[config.mk]
export PLATFORM = sky130hd
export DESIGN_NAME = eul2q_cordic_lane
export DESIGN_NICKNAME = d
export VERILOG_FILES = /design/src/eul2q_pkg.sv /design/src/eul2q_cordic_lane.sv
export SDC_FILE = /design/constraint.sdc
export NUM_CORES = 2
export LEC_CHECK = 0
export ABC_CLOCK_PERIOD_IN_PS = 9400
export BUFFER_PORTS_ARGS = -buffer_cell sky130_fd_sc_hd__buf_2
export CAP_MARGIN = 20
export CORE_ASPECT_RATIO = 0.9
export CORE_MARGIN = 4
export CORE_UTILIZATION = 60
export CTS_CLUSTER_SIZE = 24
export DETAILED_ROUTE_END_ITERATION = 10
export MAX_ROUTING_LAYER = met4
export PLACE_DENSITY = 0.78
export SLEW_MARGIN = 15
export SYNTH_ARGS = -nofsm -noshare
export SYNTH_HDL_FRONTEND = slang
export SYNTH_SLANG_ARGS = --single-unit
[constraint.sdc]
create_clock -name clk -period 9.4 [get_ports clk]
set_clock_uncertainty 0.1 [all_clocks]
set_input_delay 0.47 -clock clk [delete_from_list [all_inputs] [get_ports clk]]
set_output_delay 0.47 -clock clk [all_outputs]
set_load 0.03 [all_outputs]
[src/eul2q_pkg.sv]
// ----------------------------------------------------------------------------
// eul2q_pkg
// Types and constants shared by the Euler angle to quaternion converter.
// ----------------------------------------------------------------------------
package eul2q_pkg;

  localparam int ATAN_ENTRIES = 24;
  localparam int CW = 34;

  typedef logic signed [CW-1:0] cword_t;
  typedef logic signed [31:0]   trig_t;

  localparam cword_t GAIN_Q30    = 34'sd652032874;
  localparam cword_t HALF_PI_Q30 = 34'sd1686629713;
  localparam cword_t PI_Q30      = 34'sd3373259426;

  localparam logic [0:0] REG_COMPONENT_ORDER = 1'b0;

  localparam cword_t ATAN_Q30 [ATAN_ENTRIES] = '{
    34'sd843314856, 34'sd497837829, 34'sd263043836, 34'sd133525158,
    34'sd67021686,  34'sd33543515,  34'sd16775850,  34'sd8388437,
    34'sd4194282,   34'sd2097149,   34'sd1048575,   34'sd524287,
    34'sd262143,    34'sd131071,    34'sd65535,     34'sd32767,
    34'sd16383,     34'sd8191,      34'sd4095,      34'sd2047,
    34'sd1023,      34'sd511,       34'sd255,       34'sd127
  };

  typedef struct packed {
    logic signed [15:0] roll_angle;
    logic signed [15:0] pitch_angle;
    logic signed [15:0] yaw_angle;
  } angles_t;

  typedef struct packed {
    logic signed [15:0] component_a;
    logic signed [15:0] component_b;
    logic signed [15:0] component_c;
    logic signed [15:0] component_d;
  } result_t;

endpackage

[src/eul2q_cordic_lane.sv]
// ----------------------------------------------------------------------------
// eul2q_cordic_lane
// Pipelined rotation-mode CORDIC: sine and cosine of half an angle, Q2.30.
// ----------------------------------------------------------------------------
module eul2q_cordic_lane import eul2q_pkg::*; #(
  parameter int STAGES = 16
) (
  input  logic               clk,
  input  logic signed [15:0] angle,
  output trig_t              sin_out,
  output trig_t              cos_out
);

  cword_t x [0:STAGES];
  cword_t y [0:STAGES];
  cword_t z [0:STAGES];
  logic   flip [0:STAGES];

  cword_t z_in;
  assign z_in = CW'(angle) <<< 16;

  // quadrant fold
  always_ff @(posedge clk) begin
    x[0] <= GAIN_Q30;
    y[0] <= '0;
    if (z_in > HALF_PI_Q30) begin
      z[0]    <= z_in - PI_Q30;
      flip[0] <= 1'b1;
    end else if (z_in < -HALF_PI_Q30) begin
      z[0]    <= z_in + PI_Q30;
      flip[0] <= 1'b1;
    end else begin
      z[0]    <= z_in;
      flip[0] <= 1'b0;
    end
  end

  for (genvar i = 0; i < STAGES; i++) begin : g_stage
    always_ff @(posedge clk) begin
      flip[i+1] <= flip[i];
      if (z[i] >= 0) begin
        x[i+1] <= x[i] - (y[i] >>> i);
        y[i+1] <= y[i] + (x[i] >>> i);
        z[i+1] <= z[i] - ATAN_Q30[i];
      end else begin
        x[i+1] <= x[i] + (y[i] >>> i);
        y[i+1] <= y[i] - (x[i] >>> i);
        z[i+1] <= z[i] + ATAN_Q30[i];
      end
    end
  end

  assign cos_out = flip[STAGES] ? trig_t'(-x[STAGES]) : trig_t'(x[STAGES]);
  assign sin_out = flip[STAGES] ? trig_t'(-y[STAGES]) : trig_t'(y[STAGES]);

endmodule

## Word-level counts from Yosys, hierarchy flattened

Memory sizes are Yosys's and may differ from the RTL's.
Cells that the tools add are included.

- $add $sub $neg: 99
- Magnitude comparators: 18
- Multiplexer cells: 110
- Bitwise operators: 52

Operators by type and width:

| operator | number |
|---|---|
| two-way mux 34 bit | 50 |
| >= comparator 34 x 1 -> 1 bit (second input constant) | 16 |
| adder 34 x 19 -> 34 bit | 2 |
| adder 34 x 20 -> 34 bit | 2 |
| adder 34 x 21 -> 34 bit | 2 |
| adder 34 x 22 -> 34 bit | 2 |
| adder 34 x 23 -> 34 bit | 2 |
| adder 34 x 24 -> 34 bit | 2 |
| adder 34 x 25 -> 34 bit | 2 |
| adder 34 x 26 -> 34 bit | 2 |
| adder 34 x 27 -> 34 bit | 2 |
| adder 34 x 28 -> 34 bit | 2 |
| adder 34 x 29 -> 34 bit | 2 |
| adder 34 x 30 -> 34 bit | 2 |
| adder 34 x 31 -> 34 bit | 2 |
| adder 34 x 32 -> 34 bit | 2 |
| adder 34 x 33 -> 34 bit | 2 |
| subtractor 34 x 19 -> 34 bit | 2 |
| subtractor 34 x 20 -> 34 bit | 2 |
| subtractor 34 x 21 -> 34 bit | 2 |
| subtractor 34 x 22 -> 34 bit | 2 |
| subtractor 34 x 23 -> 34 bit | 2 |
| subtractor 34 x 24 -> 34 bit | 2 |
| subtractor 34 x 25 -> 34 bit | 2 |
| 50 further kinds | 169 |

- Register bits after elaboration: 0
- Memory bits (writable): 1751
- Output and inout bits: 64
- Logic and storage cells: 283
- Memories kept: 4

Memories:

| memory | words | bits a word | read ports | clocked after memory_dff | write ports | line | source |
|---|---|---|---|---|---|---|---|
| x | 17 | 34 | 17 | 0 | 17 | eul2q_cordic_lane.sv:14 | `cword_t x [0:STAGES];` |
| y | 17 | 34 | 17 | 0 | 17 | eul2q_cordic_lane.sv:15 | `cword_t y [0:STAGES];` |
| z | 17 | 34 | 16 | 0 | 17 | eul2q_cordic_lane.sv:16 | `cword_t z [0:STAGES];` |
| flip | 17 | 1 | 17 | 0 | 17 | eul2q_cordic_lane.sv:17 | `logic flip [0:STAGES];` |

## Longest topological paths before layout

- Depth after elaboration: 6
- Depth in mapped cells: 24
- Gate-level depth less buffers: 22

## Worst setup path after synthesis

Ideal clock, no wire load.

- Path type: register to register
- Start: memory z[14][33] (netlist name)
- End: memory y[15][33] (netlist name)
- Setup time: 0.072 ns
- Arrival: 5.043 ns
- Required time: 9.228 ns
- Path slack: 4.185 ns
- Cell stages (with the launch flop): 24
- Period minus slack after synthesis: 5.215 ns
- Cell sequence: dfxtp_1 inv_1 ha_1 nor4b_1 nand4_1 o21a_1 clkbuf_1 inv_1 clkbuf_1 clkbuf_1 nor2_1 xor2_1 ha_1 o21ai_0 o21bai_1 a311o_1 a311oi_1 nor3_1 o21ai_0 a21oi_1 o41ai_1 o2111ai_1 a21oi_1 xnor2_1

RTL lines:

| item | line |
|---|---|
| from (decl) | eul2q_cordic_lane.sv:16 |
| to (decl) | eul2q_cordic_lane.sv:15 |

==> results.md <==
- The largest individual stage delay along the critical path comes from the cell a211oi_1.
- The count of final hold-check violations came to 0.
- The maximum cell stage delay along the critical path is 0.50 ns.
- The number of antenna violations at the first check in global routing is 5.
- 81 I/O pins were placed.
- CTS built an H-tree with a depth of 4.
- The CTS sink count is 1,489.
- The post-synthesis instance area is 110,000 um^2.
- The worst-skew pair later-pin latency is 0.81 ns.
- The signal on the critical path passes through inv_1 > ha_1 > nor4b_1 > nand4_1 > nor2_1 > nor2_4 > buf_4 > inv_1 > buf_4 > nor2_1 > xnor2_1 > ha_1 > and3_1 > a211oi_1 > a21oi_1 > o221ai_1 > o21ai_0 > a221oi_1 > o21ai_0 > a21bo_2 > a21oi_1 > xnor2_1.
- The number of storage elements in the synthesis netlist is 1,489.
- The run finished with clean final reports.
- STA classifies the critical path startpoint as a flop.
- The height of the die is about 410 um.
- In this run, distinct cell masters in the synthesized netlist total 87.
- The average instance in the mapped netlist occupies 8.57 um^2.
- Once the clock tree was built, the setup fixing pass inserted 0 buffers.
- Using the TritonRoute via totals, the vias-per-cell ratio works out to ~6.2.
- The routed design has 311,000 um of wire.
- The nature of the critical path endpoint is a flop.
- The initialized floorplan defines 148 standard-cell rows.
- Setup violations remaining at the end of the flow were counted as 0.
- The net count of the finished layout is approximately 14,000.
- The required time of the critical path is 10.03 ns.
- The pre-antenna-repair detailed-routing pass consisted of 6 iterations.
- The prevailing post-synth register cell is dfxtp_1.
- The final setup slack of the worst path is 3.32 ns.
- The final period demand of the worst path is between 6 and 7 ns.
- The number of enable-type register cells in the synthesized netlist is 22.
- The repair_antennas step left the layout with diodes totalling 0.
- For this run, design rule violations remaining after detail routing come to 0.
- The proportion of layout cells with a drive suffix above 1 is 4.20%.
- The floorplan step defined a die boundary enclosing 190,000 um^2.
- The number of nets still failing antenna checks after routing is 0.
- Based on the critical path, the design can be clocked at up to 0.164 GHz.
- The number of placed instances, taps included, is 15,200.
- Global routing finished with a remaining overflow of 0.
- The max-slew violation count is 0.
- In this run, the number of DRC markers left after iteration 0 of detailed routing was 7,783.
- The vias after detailed routing is 95,700.
- The pin count of the biggest net entering global routing is 81.
- The buffer cell driving the clock tree root is clkbuf_16.
- TritonCTS built the clock tree.
- The signed area change from the synthesized netlist to the final layout is 8.06%.
- The worst setup path is of the reg2reg kind.
- The wire-length estimate of the detail-placed layout is 251,000 um.
- Setup repair after global routing left no endpoint under its margin.
- In this run the worst path has a maximum fanout of 56.
- The share of the core filled with cells is 65.5%.
- The final sum of negative setup slack is 0 ns.
- The portion of the clock cycle consumed by the worst path in the final layout is 64.7%.
- The CTS buffer count is 163.
- At the placement stage, the worst setup path has a slack of approximately 3.5 ns.
- The number of cells in the finished layout apart from fillers is 15,500.
- The last weighted congestion value of the routability-driven placer is about 1.0.
- The relative slew slack is between 20 and 30%.
- Clock-pin slew was measured on the worst setup and hold paths at 0.06 ns.
- The die outline width is 459 um.
- Of the synthesized area, sequential elements account for 27.3%.
- At the pin with the least slew margin, the transition time is about 1.1 ns.
- The tightest min-delay check is of the in2reg type.
- In this run the deepest clock path goes through 3 buffers.
- After detailed routing, the average wire length per cell comes to roughly 20 um.
- Across the run, the number of max-cap violations was 0.
- The total global routing track utilization is 32.2%.
- The standard cell core area is 181,000 um^2.
- Yosys printed 0 warnings.
- The wire length of the first global-routing pass is 489,000 um.
- In the synthesized netlist the async set-or-reset flop fraction comes to 0%.
- The number of global-route vias before repair was 91,000.
- The starting density of the core is about three fifths.
- Data on the critical path arrives at its endpoint at approximately 6.7 ns.
- After technology mapping, the gate count stands at 12,800.
- During placement, the flow inserted port buffers numbering 80.
worst max-delay path, delay by kind of cell, from the launching register on:
kind | cells | cell delay (ns)
fa+ha+maj | 2 | 0.47
compound gates | 8 | 2.79
buf+inv | 4 | 1.02
xor+xnor | 2 | 0.35
flops | 1 | 0.31
simple gates | 6 | 0.96
cell usage in the layout, fill, tap and decap left out, drive strengths merged, types with 60 or more instances in the layout:
cell,count
dfxtp,1467
ha,1427
a211oi,100
a21o,596
nand2,818
inv,511
or3,168
xnor2,1234
nand4,88
nor2,887
o41ai,108
or4,96
nand2b,240
nor2b,178
o21a,229
xor2,684
clkbuf,220
o31ai,236
nand3,196
nor3,234
nor4,97
buf,116
o21bai,149
a21oi,1154
o21ai,792
and3,110
a31oi,93
or2,60
cells by family (layout without fill, tap and decap cells):
logic type | after synthesis | count (layout) | synth area share [%]
compound gates | 3926 | 3926 | 22.9
xor+xnor | 1918 | 1918 | 15.3
fa+ha+maj | 1467 | 1467 | 17.0
buf+inv | 678 | 926 | 2.32
flops | 1489 | 1489 | 27.3
mux | 43 | 43 | 0.398
other cells | 1 | 22 | 0.00341
simple gates | 3316 | 3316 | 14.8
per-layer routing:
layer | GRT usage [%] | vias up | share of wire (%)
met3 | 4.92 | 589 | 7.2
li1 | - | 46900 | -
met5 | - | - | 0
met2 | 50.8 | 3209 | 45
met1 | 42.3 | 45100 | 44
met4 | 11.0 | 0 | 3.7
synth_stat cells (all sizes together), types with 178 or more instances:
cell	count	area, um^2
dfxtp	1467	29400
nor3	234	1170
xnor2	1234	10800
nor2	887	3330
a21o	596	4470
xor2	684	5990
a21oi	1154	5780
o21ai	792	3970
o31ai	236	1770
nand2b	240	1500
inv	497	1870
ha	1427	17900
nand2	818	3070
o21a	229	1720
nor2b	178	1110
nand3	196	981
worst paths after layout:
check,start,endpoint,slack (ns),cells after the start
setup / recovery,z[12][33],x[13][31],3.32,22
hold / removal,angle[0],z[0][16],0.12,3
setup reg to reg,z[12][33],x[13][31],3.32,22
hold reg to reg,flip[10],flip[11],0.21,0
flip-flops by register name, indices dropped and copies added (netlist names):
signal	cells
y	509
z	481
x	482
flip	17
per-stage QoR:
stage | cell area [um^2] | hold slack (ns)
CTS | 119000 | 0.0673
finish | 119000 | 0.122
detailed placement | 113000 | 0.213
global route | 119000 | 0.109
global placement | 113000 | 0.211
floorplan | 110000 | 0.210
final cells by class:
class | instances | area (um^2)
clock buffers | 220 | 4700
multi-input cells | 10700 | 77500
well taps | 2400 | 3000
inverters | 499 | 1870
flip-flops and latches | 1489 | 30000
fillers | 15200 | 62600
repair buffers | 134 | 851
clock inverters | 73 | 867
timing repair:
item,in CTS,in global routing
hold buffers,18,0
endpoints found under the hold margin,17,0
gates resized for setup,0,0
Power is not shown: default switching activity piles up to over one toggle a cycle in this logic, so the estimate is an artifact.
